--- src/sv/wsfb_pkg.sv ---
// ----------------------------------------------------------------------------
// wsfb_pkg
// Shared types, constants and helpers for the masked client frame builder.
// ----------------------------------------------------------------------------
package wsfb_pkg;

    localparam int LENGTH_BITS_DEFAULT = 32;
    localparam int QUEUE_DEPTH_DEFAULT = 4;
    localparam int FRAME_LEN_W         = 32;
    localparam int STEP_W              = 4;

    localparam logic [31:0] MASK_KEY_RESET = 32'h1234_5678;
    localparam logic [7:0]  MASK_BIT       = 8'h80;
    localparam logic [31:0] LEN_SHORT_MAX  = 32'd125;
    localparam logic [31:0] LEN_MID_MAX    = 32'd65535;
    localparam logic [7:0]  LEN_CODE_16    = 8'd126;
    localparam logic [7:0]  LEN_CODE_64    = 8'd127;
    localparam logic [7:0]  TYPE_DEFAULT   = 8'd129;

    localparam logic [STEP_W-1:0] HDR_LEN_SHORT = 4'd2;
    localparam logic [STEP_W-1:0] HDR_LEN_MID   = 4'd4;
    localparam logic [STEP_W-1:0] HDR_LEN_LONG  = 4'd10;
    localparam logic [STEP_W-1:0] KEY_BYTES     = 4'd4;

    typedef enum logic {
        REQ_START   = 1'b0,
        REQ_PAYLOAD = 1'b1
    } req_kind_t;

    typedef enum logic {
        CMD_HEADER = 1'b0,
        CMD_DATA   = 1'b1
    } cmd_kind_t;

    typedef enum logic [1:0] {
        FORM_SHORT = 2'd0,
        FORM_MID   = 2'd1,
        FORM_LONG  = 2'd2
    } len_form_t;

    typedef struct packed {
        cmd_kind_t              kind;
        logic [7:0]             data;
        logic [FRAME_LEN_W-1:0] len;
        len_form_t              form;
        logic [1:0]             phase;
        logic                   done;
    } cmd_t;

    function automatic logic [7:0] key_byte(input logic [31:0] key, input logic [1:0] idx);
        logic [1:0] sel;
        sel = 2'd3 - idx;
        return key[{sel, 3'b000} +: 8];
    endfunction

endpackage

--- src/sv/wsfb_queue.sv ---
// ----------------------------------------------------------------------------
// wsfb_queue
// Short command queue between the classifier and the byte emitter.
// ----------------------------------------------------------------------------
module wsfb_queue #(
    parameter int DEPTH = wsfb_pkg::QUEUE_DEPTH_DEFAULT
) (
    input  logic          clk,
    input  logic          rst_n,
    input  logic          push,
    input  wsfb_pkg::cmd_t push_cmd,
    output logic          full,
    input  logic          pop,
    output logic          head_valid,
    output wsfb_pkg::cmd_t head_cmd
);
    import wsfb_pkg::*;

    localparam int PTR_W = (DEPTH > 1) ? $clog2(DEPTH) : 1;
    localparam int CNT_W = $clog2(DEPTH + 1);

    cmd_t             entry_reg [DEPTH];
    logic [PTR_W-1:0] wr_ptr_reg, wr_ptr_next;
    logic [PTR_W-1:0] rd_ptr_reg, rd_ptr_next;
    logic [CNT_W-1:0] count_reg, count_next;

    logic do_push;
    logic do_pop;

    assign full       = (count_reg == CNT_W'(DEPTH));
    assign head_valid = (count_reg != '0);
    assign head_cmd   = entry_reg[rd_ptr_reg];
    assign do_push    = push && !full;
    assign do_pop     = pop && head_valid;

    always_comb
    begin
        wr_ptr_next = wr_ptr_reg;
        rd_ptr_next = rd_ptr_reg;
        count_next  = count_reg;
        if (do_push)
        begin
            wr_ptr_next = (wr_ptr_reg == PTR_W'(DEPTH - 1)) ? '0 : wr_ptr_reg + 1'b1;
        end
        if (do_pop)
        begin
            rd_ptr_next = (rd_ptr_reg == PTR_W'(DEPTH - 1)) ? '0 : rd_ptr_reg + 1'b1;
        end
        if (do_push && !do_pop)
        begin
            count_next = count_reg + 1'b1;
        end
        else if (do_pop && !do_push)
        begin
            count_next = count_reg - 1'b1;
        end
    end

    always_ff @(posedge clk or negedge rst_n)
    begin
        if (!rst_n)
        begin
            wr_ptr_reg <= '0;
            rd_ptr_reg <= '0;
            count_reg  <= '0;
        end
        else
        begin
            wr_ptr_reg <= wr_ptr_next;
            rd_ptr_reg <= rd_ptr_next;
            count_reg  <= count_next;
        end
    end

    always_ff @(posedge clk)
    begin
        if (do_push)
        begin
            entry_reg[wr_ptr_reg] <= push_cmd;
        end
    end

endmodule

--- src/sv/wsfb_front.sv ---
// ----------------------------------------------------------------------------
// wsfb_front
// Accepts request transactions, tracks the open frame and turns each start
// request, and each payload request of an open frame, into a header or data command for the emitter.
// ----------------------------------------------------------------------------
module wsfb_front #(
    parameter int LENGTH_BITS = wsfb_pkg::LENGTH_BITS_DEFAULT
) (
    input  logic                             clk,
    input  logic                             rst_n,
    input  logic                             in_valid,
    output logic                             in_ready,
    input  wsfb_pkg::req_kind_t              req_type,
    input  logic [7:0]                       frame_type,
    input  logic [wsfb_pkg::FRAME_LEN_W-1:0] frame_length,
    input  logic [7:0]                       payload_byte,
    input  logic                             queue_full,
    output logic                             push,
    output wsfb_pkg::cmd_t                   push_cmd
);
    import wsfb_pkg::*;

    localparam int LEN_W = (LENGTH_BITS < FRAME_LEN_W) ? LENGTH_BITS : FRAME_LEN_W;
    localparam logic [FRAME_LEN_W-1:0] LEN_MASK = (LENGTH_BITS >= FRAME_LEN_W) ?
        {FRAME_LEN_W{1'b1}} : FRAME_LEN_W'((64'd1 << LENGTH_BITS) - 64'd1);

    logic [LEN_W-1:0] bytes_remaining_reg, bytes_remaining_next;
    logic [1:0]       mask_phase_reg, mask_phase_next;

    logic [FRAME_LEN_W-1:0] len_masked;
    logic                   accept;
    logic                   frame_open;

    assign in_ready   = !queue_full;
    assign accept     = in_valid && in_ready;
    assign len_masked = frame_length & LEN_MASK;
    assign frame_open = (bytes_remaining_reg != '0);

    always_comb
    begin
        bytes_remaining_next = bytes_remaining_reg;
        mask_phase_next      = mask_phase_reg;
        push                 = 1'b0;
        push_cmd             = '0;
        case (req_type)
            REQ_START:
            begin
                push_cmd.kind  = CMD_HEADER;
                push_cmd.data  = (frame_type == 8'd0) ? TYPE_DEFAULT : frame_type;
                push_cmd.len   = len_masked;
                push_cmd.phase = 2'd0;
                push_cmd.done  = (len_masked == '0);
                if (len_masked <= LEN_SHORT_MAX)
                begin
                    push_cmd.form = FORM_SHORT;
                end
                else if (len_masked <= LEN_MID_MAX)
                begin
                    push_cmd.form = FORM_MID;
                end
                else
                begin
                    push_cmd.form = FORM_LONG;
                end
                if (accept)
                begin
                    push                 = 1'b1;
                    bytes_remaining_next = len_masked[LEN_W-1:0];
                    mask_phase_next      = 2'd0;
                end
            end
            REQ_PAYLOAD:
            begin
                push_cmd.kind  = CMD_DATA;
                push_cmd.data  = payload_byte;
                push_cmd.form  = FORM_SHORT;
                push_cmd.phase = mask_phase_reg;
                push_cmd.done  = (bytes_remaining_reg == LEN_W'(1));
                if (accept && frame_open)
                begin
                    push                 = 1'b1;
                    bytes_remaining_next = bytes_remaining_reg - 1'b1;
                    mask_phase_next      = mask_phase_reg + 1'b1;
                end
            end
            default:
            begin
                push = 1'b0;
            end
        endcase
    end

    always_ff @(posedge clk or negedge rst_n)
    begin
        if (!rst_n)
        begin
            bytes_remaining_reg <= '0;
            mask_phase_reg      <= '0;
        end
        else
        begin
            bytes_remaining_reg <= bytes_remaining_next;
            mask_phase_reg      <= mask_phase_next;
        end
    end

endmodule

--- src/sv/wsfb_back.sv ---
// ----------------------------------------------------------------------------
// wsfb_back
// Emits the bytes of each queued command into a registered output stage:
// the full header for a header command, one masked byte for a data command.
// ----------------------------------------------------------------------------
module wsfb_back (
    input  logic           clk,
    input  logic           rst_n,
    input  logic [31:0]    mask_key,
    input  logic           head_valid,
    input  wsfb_pkg::cmd_t head_cmd,
    output logic           pop,
    output logic           out_valid,
    input  logic           out_ready,
    output logic [7:0]     out_byte,
    output logic           out_last,
    output logic           out_done
);
    import wsfb_pkg::*;

    logic [STEP_W-1:0] step_reg, step_next;
    logic              out_valid_reg, out_valid_next;
    logic [7:0]        out_byte_reg;
    logic              out_last_reg;
    logic              out_done_reg;

    logic [STEP_W-1:0] hdr_len;
    logic [STEP_W-1:0] ext_sel;
    logic [STEP_W-1:0] key_sel;
    logic [63:0]       len_wide;
    logic [7:0]        code_byte;
    logic [7:0]        gen_byte;
    logic              gen_last;
    logic              advance;

    assign len_wide = {32'd0, head_cmd.len};
    assign ext_sel  = hdr_len - 1'b1 - step_reg;
    assign key_sel  = step_reg - hdr_len;
    assign advance  = head_valid && (!out_valid_reg || out_ready);

    always_comb
    begin
        case (head_cmd.form)
            FORM_SHORT:
            begin
                hdr_len   = HDR_LEN_SHORT;
                code_byte = MASK_BIT | head_cmd.len[7:0];
            end
            FORM_MID:
            begin
                hdr_len   = HDR_LEN_MID;
                code_byte = MASK_BIT | LEN_CODE_16;
            end
            FORM_LONG:
            begin
                hdr_len   = HDR_LEN_LONG;
                code_byte = MASK_BIT | LEN_CODE_64;
            end
            default:
            begin
                hdr_len   = HDR_LEN_SHORT;
                code_byte = MASK_BIT;
            end
        endcase
    end

    always_comb
    begin
        case (head_cmd.kind)
            CMD_HEADER:
            begin
                gen_last = (step_reg == hdr_len + KEY_BYTES - 1'b1);
                if (step_reg == '0)
                begin
                    gen_byte = head_cmd.data;
                end
                else if (step_reg == STEP_W'(1))
                begin
                    gen_byte = code_byte;
                end
                else if (step_reg < hdr_len)
                begin
                    gen_byte = len_wide[{ext_sel[2:0], 3'b000} +: 8];
                end
                else
                begin
                    gen_byte = key_byte(mask_key, key_sel[1:0]);
                end
            end
            CMD_DATA:
            begin
                gen_last = 1'b1;
                gen_byte = head_cmd.data ^ key_byte(mask_key, head_cmd.phase);
            end
            default:
            begin
                gen_last = 1'b1;
                gen_byte = '0;
            end
        endcase
    end

    always_comb
    begin
        step_next      = step_reg;
        pop            = 1'b0;
        out_valid_next = out_valid_reg && !out_ready;
        if (advance)
        begin
            out_valid_next = 1'b1;
            if (gen_last)
            begin
                pop       = 1'b1;
                step_next = '0;
            end
            else
            begin
                step_next = step_reg + 1'b1;
            end
        end
    end

    always_ff @(posedge clk or negedge rst_n)
    begin
        if (!rst_n)
        begin
            step_reg      <= '0;
            out_valid_reg <= 1'b0;
        end
        else
        begin
            step_reg      <= step_next;
            out_valid_reg <= out_valid_next;
        end
    end

    always_ff @(posedge clk)
    begin
        if (advance)
        begin
            out_byte_reg <= gen_byte;
            out_last_reg <= gen_last;
            out_done_reg <= gen_last && head_cmd.done;
        end
    end

    assign out_valid = out_valid_reg;
    assign out_byte  = out_byte_reg;
    assign out_last  = out_last_reg;
    assign out_done  = out_done_reg;

endmodule

--- src/sv/websocket_client_frame_builder_unit.sv ---
// ----------------------------------------------------------------------------
// websocket_client_frame_builder_unit
// Builds masked client frames as a byte stream from start and payload
// requests. A request is accepted when the four-entry command queue has room.
// A request passes through the command queue and the registered output stage
// before its first byte is presented on the output.
// Payload bytes leave one byte per cycle while the output is not stalled; a start
// request holds the emitter for its 6, 8 or 14 header bytes.
// Reset clears the open frame and the queue and loads the key 0x12345678.
// ----------------------------------------------------------------------------
module websocket_client_frame_builder_unit #(
    parameter int LENGTH_BITS = wsfb_pkg::LENGTH_BITS_DEFAULT,
    parameter int QUEUE_DEPTH = wsfb_pkg::QUEUE_DEPTH_DEFAULT
) (
    input  logic        clk,
    input  logic        rst_n,
    input  logic        s_tvalid,
    output logic        s_tready,
    input  logic [47:0] s_tdata,   // frame_type[7:0], frame_length[39:8], payload_byte[47:40]
    input  logic        s_tuser,   // req_type[0]
    output logic        m_tvalid,
    input  logic        m_tready,
    output logic [7:0]  m_tdata,   // out_byte[7:0]
    output logic        m_tlast,
    output logic        m_tuser,   // frame_done[0]
    input  logic        cfg_we,
    input  logic [31:0] cfg_wdata
);
    import wsfb_pkg::*;

    logic [31:0] mask_key_reg, mask_key_next;
    logic        queue_full;
    logic        push;
    cmd_t        push_cmd;
    logic        pop;
    logic        head_valid;
    cmd_t        head_cmd;
    req_kind_t   req_type;

    assign req_type      = req_kind_t'(s_tuser);
    assign mask_key_next = cfg_we ? cfg_wdata : mask_key_reg;

    always_ff @(posedge clk or negedge rst_n)
    begin
        if (!rst_n)
        begin
            mask_key_reg <= MASK_KEY_RESET;
        end
        else
        begin
            mask_key_reg <= mask_key_next;
        end
    end

    wsfb_front #(
        .LENGTH_BITS (LENGTH_BITS)
    ) u_front (
        .clk          (clk),
        .rst_n        (rst_n),
        .in_valid     (s_tvalid),
        .in_ready     (s_tready),
        .req_type     (req_type),
        .frame_type   (s_tdata[7:0]),
        .frame_length (s_tdata[39:8]),
        .payload_byte (s_tdata[47:40]),
        .queue_full   (queue_full),
        .push         (push),
        .push_cmd     (push_cmd)
    );

    wsfb_queue #(
        .DEPTH (QUEUE_DEPTH)
    ) u_queue (
        .clk        (clk),
        .rst_n      (rst_n),
        .push       (push),
        .push_cmd   (push_cmd),
        .full       (queue_full),
        .pop        (pop),
        .head_valid (head_valid),
        .head_cmd   (head_cmd)
    );

    wsfb_back u_back (
        .clk        (clk),
        .rst_n      (rst_n),
        .mask_key   (mask_key_reg),
        .head_valid (head_valid),
        .head_cmd   (head_cmd),
        .pop        (pop),
        .out_valid  (m_tvalid),
        .out_ready  (m_tready),
        .out_byte   (m_tdata),
        .out_last   (m_tlast),
        .out_done   (m_tuser)
    );

endmodule

--- config.mk ---
export PLATFORM = sky130hd
export DESIGN_NAME = websocket_client_frame_builder_unit
export DESIGN_NICKNAME = d
export VERILOG_FILES = /design/src/sv/wsfb_pkg.sv /design/src/sv/wsfb_queue.sv /design/src/sv/wsfb_front.sv /design/src/sv/wsfb_back.sv /design/src/sv/websocket_client_frame_builder_unit.sv
export SDC_FILE = /design/constraint.sdc
export NUM_CORES = 1
export LEC_CHECK = 0
export ABC_AREA = 1
export BUFFER_PORTS_ARGS = -buffer_cell sky130_fd_sc_hd__buf_2
export CORE_MARGIN = 3
export CORE_UTILIZATION = 55
export DETAILED_ROUTE_END_ITERATION = 6
export PLACE_DENSITY = 0.81
export SETUP_SLACK_MARGIN = 0.1
export SYNTH_ARGS = -nofsm -noshare
export SYNTH_HDL_FRONTEND = slang
export SYNTH_SLANG_ARGS = --single-unit
--- constraint.sdc ---
create_clock -name clk -period 3.8 [get_ports clk]
set_clock_uncertainty 0.05 [all_clocks]
set_input_delay 0.76 -clock clk [delete_from_list [all_inputs] [get_ports clk]]
set_output_delay 0.76 -clock clk [all_outputs]
set_load 0.005 [all_outputs]
==> impl_metrics.ini, run 1 <==
[final_layout]
final_util = 0.6407
layout.nets = 1672
n_antenna_cell = 0
fill_cells = 1835
largest_register_ffs = 184
area.growth.synth_to_final_pct = 13.06
drive_above_1_share = 0.1322

[routing]
routed-via-count = 10728
avgViaCountPerCell = 5.623
dr.pass1.iters = 6
drt_iter0_drc = 1156
drcViolationCount = 0
avgRoutedWirePerCell_um = 17.38
wirelength_um = 33160
ant_nets = 0

[logic_synthesis]
synth.most_common_cell = nand2_1
ys.warnings.count = 0
yosysTopAreaCellShare = 0.4328
synth.area.top_cells = edfxtp_1 43%, dfrtp_1 12%, nand2_1 11%
synth_common_cells = 398 x nand2_1, 194 x edfxtp_1, 163 x inv_1
syn_inst = 1484
synthFlopType = edfxtp_1
synth-edff-count = 194
ys_seq_elements = 272
synthArstFlopShare = 0.2868
synth_top_cell_by_area = edfxtp_1
seq_area_frac_synth = 0.5790
avgSynthCellArea_um2 = 9.070
ys_types = 40
syn_area_um2 = 13460
mappedNetlistNets = 1590

[run]
drv_cap = 0

[clock_tree]
numClockSinks = 272
cts_made_buffers = 29
cts_root_buf = clkbuf_16
cts_max_level = 1
cts_tree = yes
postCtsSetupRepairBufs = 0
cts.hold.buffers_added = 0
clk_pin_slew_worst_paths_ns = 0.06
clk_path_buf_depth = 3
clkLatencyLatePin_ns = 0.55

[setup_path]
cp_max_fo = 21
critPathSlowestCell = dfrtp_2
path_cells = inv_2 -> nand2_1 -> nand3_1 -> nand2_1 -> inv_1 -> ha_1 -> inv_1 -> ha_1 -> clkinv_1 -> a31oi_4 -> nor2_2 -> inv_2 -> ha_1 -> inv_1 -> fa_1 -> a21oi_1 -> o21ai_0 -> xnor2_1
start_kind = register
critPathRequiredTime_ns = 4.19
cp_top_family = adder cells
crit_buf_inv = 6
crit_type = reg -> reg
end_kind = register
slowest_delay_ns = 0.49
cp.arrival_ns = 3.87

[die]
rows = 56
die_area_um2 = 26390
placeableCoreArea_um2 = 23750
pin_count = 98
initial_utilization = 0.5667
die_x_um = 162.4
die_h_um = 162.4

[sta]
finalCriticalPeriod_ns = 3.488
setup_viol_count_final = 0
hold_viol = 0
fmax_mhz = 286.7
rsz0062_at_grt = no
slew_headroom = 0.3485
layout_worst_path_cycle_share = 0.9178
tns_ns = 0
setup_ws_ns = 0.3124
tightest_slew_ns = 0.9773
maxSlewViolCount = 0

[place]
pre_cts_slack_ns = 0.2824
place.gp.congestion = 0.9351
dpl.hpwl_um = 21960
io_buffers = 97

[pwr]
cellLeakagePower_nw = 6.569
vdd_drop_max_v = 0.0005151
finalPower_mw = 12.20
p_per_area_nw_per_um2 = 801.4

[grt]
grt-ovfl-total = 0
grt_max_degree = 79
grt_pass1_wl_um = 52380
antenna_found_initial = 0
track_usage = 0.2494
grt_pass1_vias = 10284

[outcome]
status = finished clean

[worst_hold_path]
hold_class = in -> async
[path summary, 6_finish.rpt]
check                                            from                         endpoint  slack (ns)  cells past startpoint
worst max register to register  u_queue.rd_ptr_reg[0]             u_queue.count_reg[2]        0.31                     18
worst max-delay path            u_queue.rd_ptr_reg[0]             u_queue.count_reg[2]        0.31                     18
min in group clk                         cfg_wdata[5]                  mask_key_reg[5]        0.37                      3
worst min-delay path                            rst_n   u_front.bytes_remaining_reg[2]        0.33                      1
worst min register to register        mask_key_reg[9]                  mask_key_reg[9]        0.45                      2
max in group asynchronous                       rst_n  u_front.bytes_remaining_reg[15]        2.62                      2
[placed cells by master, fill, tap and decap left out, types with 29 or more instances in the layout]
cell type,n
edfxtp_1,194
inv_1,163
o21ai_0,83
a21oi_1,75
nand3_1,139
buf_2,96
nor2_1,129
nand2_1,398
dfrtp_1,64
clkbuf_16,29
[timing repair]
item / in CTS / in global routing
endpoints found under the setup margin: 0 / 8
hold endpoints to repair: 0 / 0
resized for setup: 0 / 2
[kinds of logic (layout without fill, tap and decap cells)]
logic type | after synthesis | after routing | share of synthesized area
buf+inv | 238 | 343 | 0.07260
flops | 272 | 272 | 0.5790
simple gates | 712 | 712 | 0.2195
fa+ha+maj | 20 | 20 | 0.01915
compound gates | 210 | 210 | 0.08747
xor+xnor | 24 | 24 | 0.01562
mux | 8 | 8 | 0.006693
[report_power, final]
| group | internal [mW] | leakage [nW] | total, mW | switching, mW |
|---|---|---|---|---|
| clock | 1.76 | 0.486 | 2.93 | 1.18 |
| combinational | 1.56 | 3.35 | 4.89 | 3.33 |
| sequential | 3.98 | 2.73 | 4.37 | 0.389 |
[layer usage]
metal	GRT usage	routed length, um	vias up
met3	0.04502	2894	91
met2	0.4062	15600	501
met4	0.1028	1285	0
met5	0	0	-
li1	-	-	5082
met1	0.3329	13370	5054
[stage by stage]
step	cells	instance area (um^2)	hold slack, ns
after global routing	1908	15220	0.3726
final	1908	15220	0.3269
after global placement	1854	14200	0.4338
after CTS	1908	15210	0.3284
after floorplan	1484	13460	0.4144
after detailed placement	1854	14200	0.4397
[cell type report]
cell class | count | area [um^2] | area share
multi-input combinational | 974 | 4723 | 0.3104
timing repair buffer | 119 | 656.9 | 0.04316
inverter | 170 | 638.1 | 0.04193
tap | 319 | 399.1 | 0.02623
clock buffer | 36 | 792.0 | 0.05204
sequential | 272 | 7795 | 0.5122
clock inverter | 18 | 214.0 | 0.01406
(Power assumes the default switching activity.)
==> run 2: changes to the inputs <==
--- a/config.mk
+++ b/config.mk
@@ -10,8 +10,9 @@
 export CORE_MARGIN = 3
 export CORE_UTILIZATION = 55
 export DETAILED_ROUTE_END_ITERATION = 6
-export PLACE_DENSITY = 0.81
+export PLACE_DENSITY = 0.8
 export SETUP_SLACK_MARGIN = 0.1
 export SYNTH_ARGS = -nofsm -noshare
 export SYNTH_HDL_FRONTEND = slang
+export SYNTH_HIERARCHICAL = 1
 export SYNTH_SLANG_ARGS = --single-unit
==> run 2 against run 1 <==
Net effect:
- final cell count is 10% higher
- non-clock buffer count is 1 lower
- sequential share of layout area is 3.1 points lower
- critical path depth is 1 lower
- via count is 5.0% higher
- highest routed layer unchanged
==> impl_metrics.ini, run 2 <==
[die]
pin_count = 98
initial_utilization = 0.5615
placeableCoreArea_um2 = 26130
die_h_um = 169.3
die_area_um2 = 28670
die_x_um = 169.3
rows = 59

[logic_synthesis]
ys_types = 42
mappedNetlistNets = 1775
avgSynthCellArea_um2 = 8.791
synth_top_cell_by_area = edfxtp_1
seq_area_frac_synth = 0.5312
ys_seq_elements = 272
synth_common_cells = 531 x nand2_1, 266 x inv_1, 194 x edfxtp_1
synth.most_common_cell = nand2_1
yosysTopAreaCellShare = 0.3970
syn_inst = 1669
synth-edff-count = 194
ys.warnings.count = 6
synth.area.top_cells = edfxtp_1 40%, nand2_1 14%, dfrtp_1 11%
synthFlopType = edfxtp_1
syn_area_um2 = 14670
synthArstFlopShare = 0.2868

[routing]
avgViaCountPerCell = 5.347
drcViolationCount = 0
drt_iter0_drc = 1195
avgRoutedWirePerCell_um = 16.34
ant_nets = 0
dr.pass1.iters = 6
wirelength_um = 34420
routed-via-count = 11267

[grt]
track_usage = 0.2379
grt_pass1_vias = 10793
grt_pass1_wl_um = 54810
antenna_found_initial = 0
grt_max_degree = 128
grt-ovfl-total = 0

[final_layout]
layout.nets = 1855
area.growth.synth_to_final_pct = 10.52
final_util = 0.6206
drive_above_1_share = 0.1529
n_antenna_cell = 0
final_cell_mix = 531 x nand2_1, 266 x inv_1, 194 x edfxtp_1, 156 x nor2_1, 96 x buf_2
final_cell_count_no_fill = 2107
layout.cells.most_common = nand2_1
largest_register_ffs = 184
fill_cells = 2157

[pwr]
p_per_area_nw_per_um2 = 800.6
p_sw_frac = 0.4179
finalPower_mw = 12.98
combPwrFrac = 0.435
cellLeakagePower_nw = 7.536
clkPwrFrac = 0.222
p_sw_mw = 5.425
vdd_drop_max_v = 0.0003530
power.internal_mw = 7.558
pwr-share-seq = 0.342

[setup_path]
cp.arrival_ns = 3.70
crit_type = reg -> reg
critPathRequiredTime_ns = 4.19
start_kind = register
end_kind = register
cp_max_fo = 21
rr_worst_depth = 17

[place]
pre_cts_slack_ns = 0.4913
dpl.hpwl_um = 23300
io_buffers = 97
dp_cells = 2053
place.gp.congestion = 0.8953

[worst_hold_path]
hold_class = in -> reg
min_path_cells = 2

[sta]
setup_ws_ns = 0.4831
rsz0062_at_grt = no
tightest_slew_ns = 1.086
layout_worst_path_cycle_share = 0.8729
slew_headroom = 0.2759
hold_viol = 0
fmax_mhz = 301.5
finalCriticalPeriod_ns = 3.317
setup_viol_count_final = 0
maxSlewViolCount = 0
hold_ws_ns = 0.3606

[clock_tree]
cts_root_buf = clkbuf_16
clkLatencyLatePin_ns = 0.55
numClockSinks = 272
clk_pin_slew_worst_paths_ns = 0.06
cts.hold.buffers_added = 0
cts_resized = 0
cts_tree = yes
cts_max_level = 1
cts_made_buffers = 29
clk_path_buf_depth = 3
postCtsSetupRepairBufs = 0

[outcome]
status = finished clean

[run]
drv_cap = 0
[run 2: through the flow]
stage | area (um^2) | TNS, ns
after detailed placement | 15230 | 0
after global routing | 16220 | 0
after floorplan | 14670 | -28.42
after global placement | 15230 | 0
after CTS | 16220 | 0
final | 16220 | 0
[run 2: final cells by class]
cell class              instances  area (um^2)  area share
well taps                     335        419.2     0.02585
repair buffers                118        670.6     0.04135
clock inverters                19        216.5     0.01335
multi-input cells            1055         5311      0.3275
clock buffers                  35        768.2     0.04737
inverters                     273         1032     0.06365
flip-flops and latches        272         7799      0.4809
[run 2: logic make-up after synthesis]
| kind of cell | Yosys count | share of synthesized area |
|---|---|---|
| AND/OR/NAND/NOR | 808 | 0.2247 |
| buffers and inverters | 342 | 0.1089 |
| flip-flops | 272 | 0.5312 |
| AO/OA/AOI/OAI | 205 | 0.1045 |
| XOR/XNOR | 22 | 0.01313 |
| adder cells (fa/ha/maj) | 20 | 0.01757 |
[run 2: power by group through the flow]
stage / Clock [mW] / Combinational [mW] / Sequential, mW
after floorplan: 0 / 4.37 / 4.38
after global placement: 0 / 5.44 / 4.46
after detailed placement: 0 / 5.56 / 4.49
after CTS: 2.93 / 5.60 / 4.44
after global routing: 3.05 / 6.33 / 4.52
final: 2.89 / 5.65 / 4.45
[run 2: layer usage]
| layer | GRT usage | vias up | wire length (um) |
|---|---|---|---|
| met2 | 0.4134 | 376 | 17070 |
| li1 | - | 5489 | - |
| met1 | 0.3081 | 5331 | 13990 |
| met5 | 0.008361 | - | 0 |
| met3 | 0.04216 | 71 | 2456 |
| met4 | 0.06721 | 0 | 903 |
[run 2: final timing paths]
| kind | from | endpoint | slack, ns |
|---|---|---|---|
| worst max-delay path | u_queue/rd_ptr_reg[0] | u_queue/count_reg[1] | 0.48 |
| worst min-delay path | m_tready | u_back/out_valid | 0.36 |
| worst max register to register | u_queue/rd_ptr_reg[0] | u_queue/count_reg[1] | 0.48 |
| worst min register to register | mask_key_reg[25] | mask_key_reg[25] | 0.41 |
| max in group asynchronous | rst_n | u_queue/rd_ptr_reg[0] | 2.54 |
| min in group asynchronous | rst_n | u_back/step_reg[2] | 0.37 |
[run 2: critical path, cell delays in order, from the launching register on]
cell and delay (ns):
dfrtp_4 0.58, o211ai_1 0.21, nand2_1 0.13, inv_1 0.13
ha_1 0.15, inv_1 0.05, ha_1 0.29, inv_2 0.06
nand4_1 0.08, nand2_1 0.10, inv_1 0.09, nor2_1 0.14
nand2_1 0.20, ha_1 0.27, inv_1 0.09, fa_1 0.43
nand2_1 0.08, o21ai_0 0.07
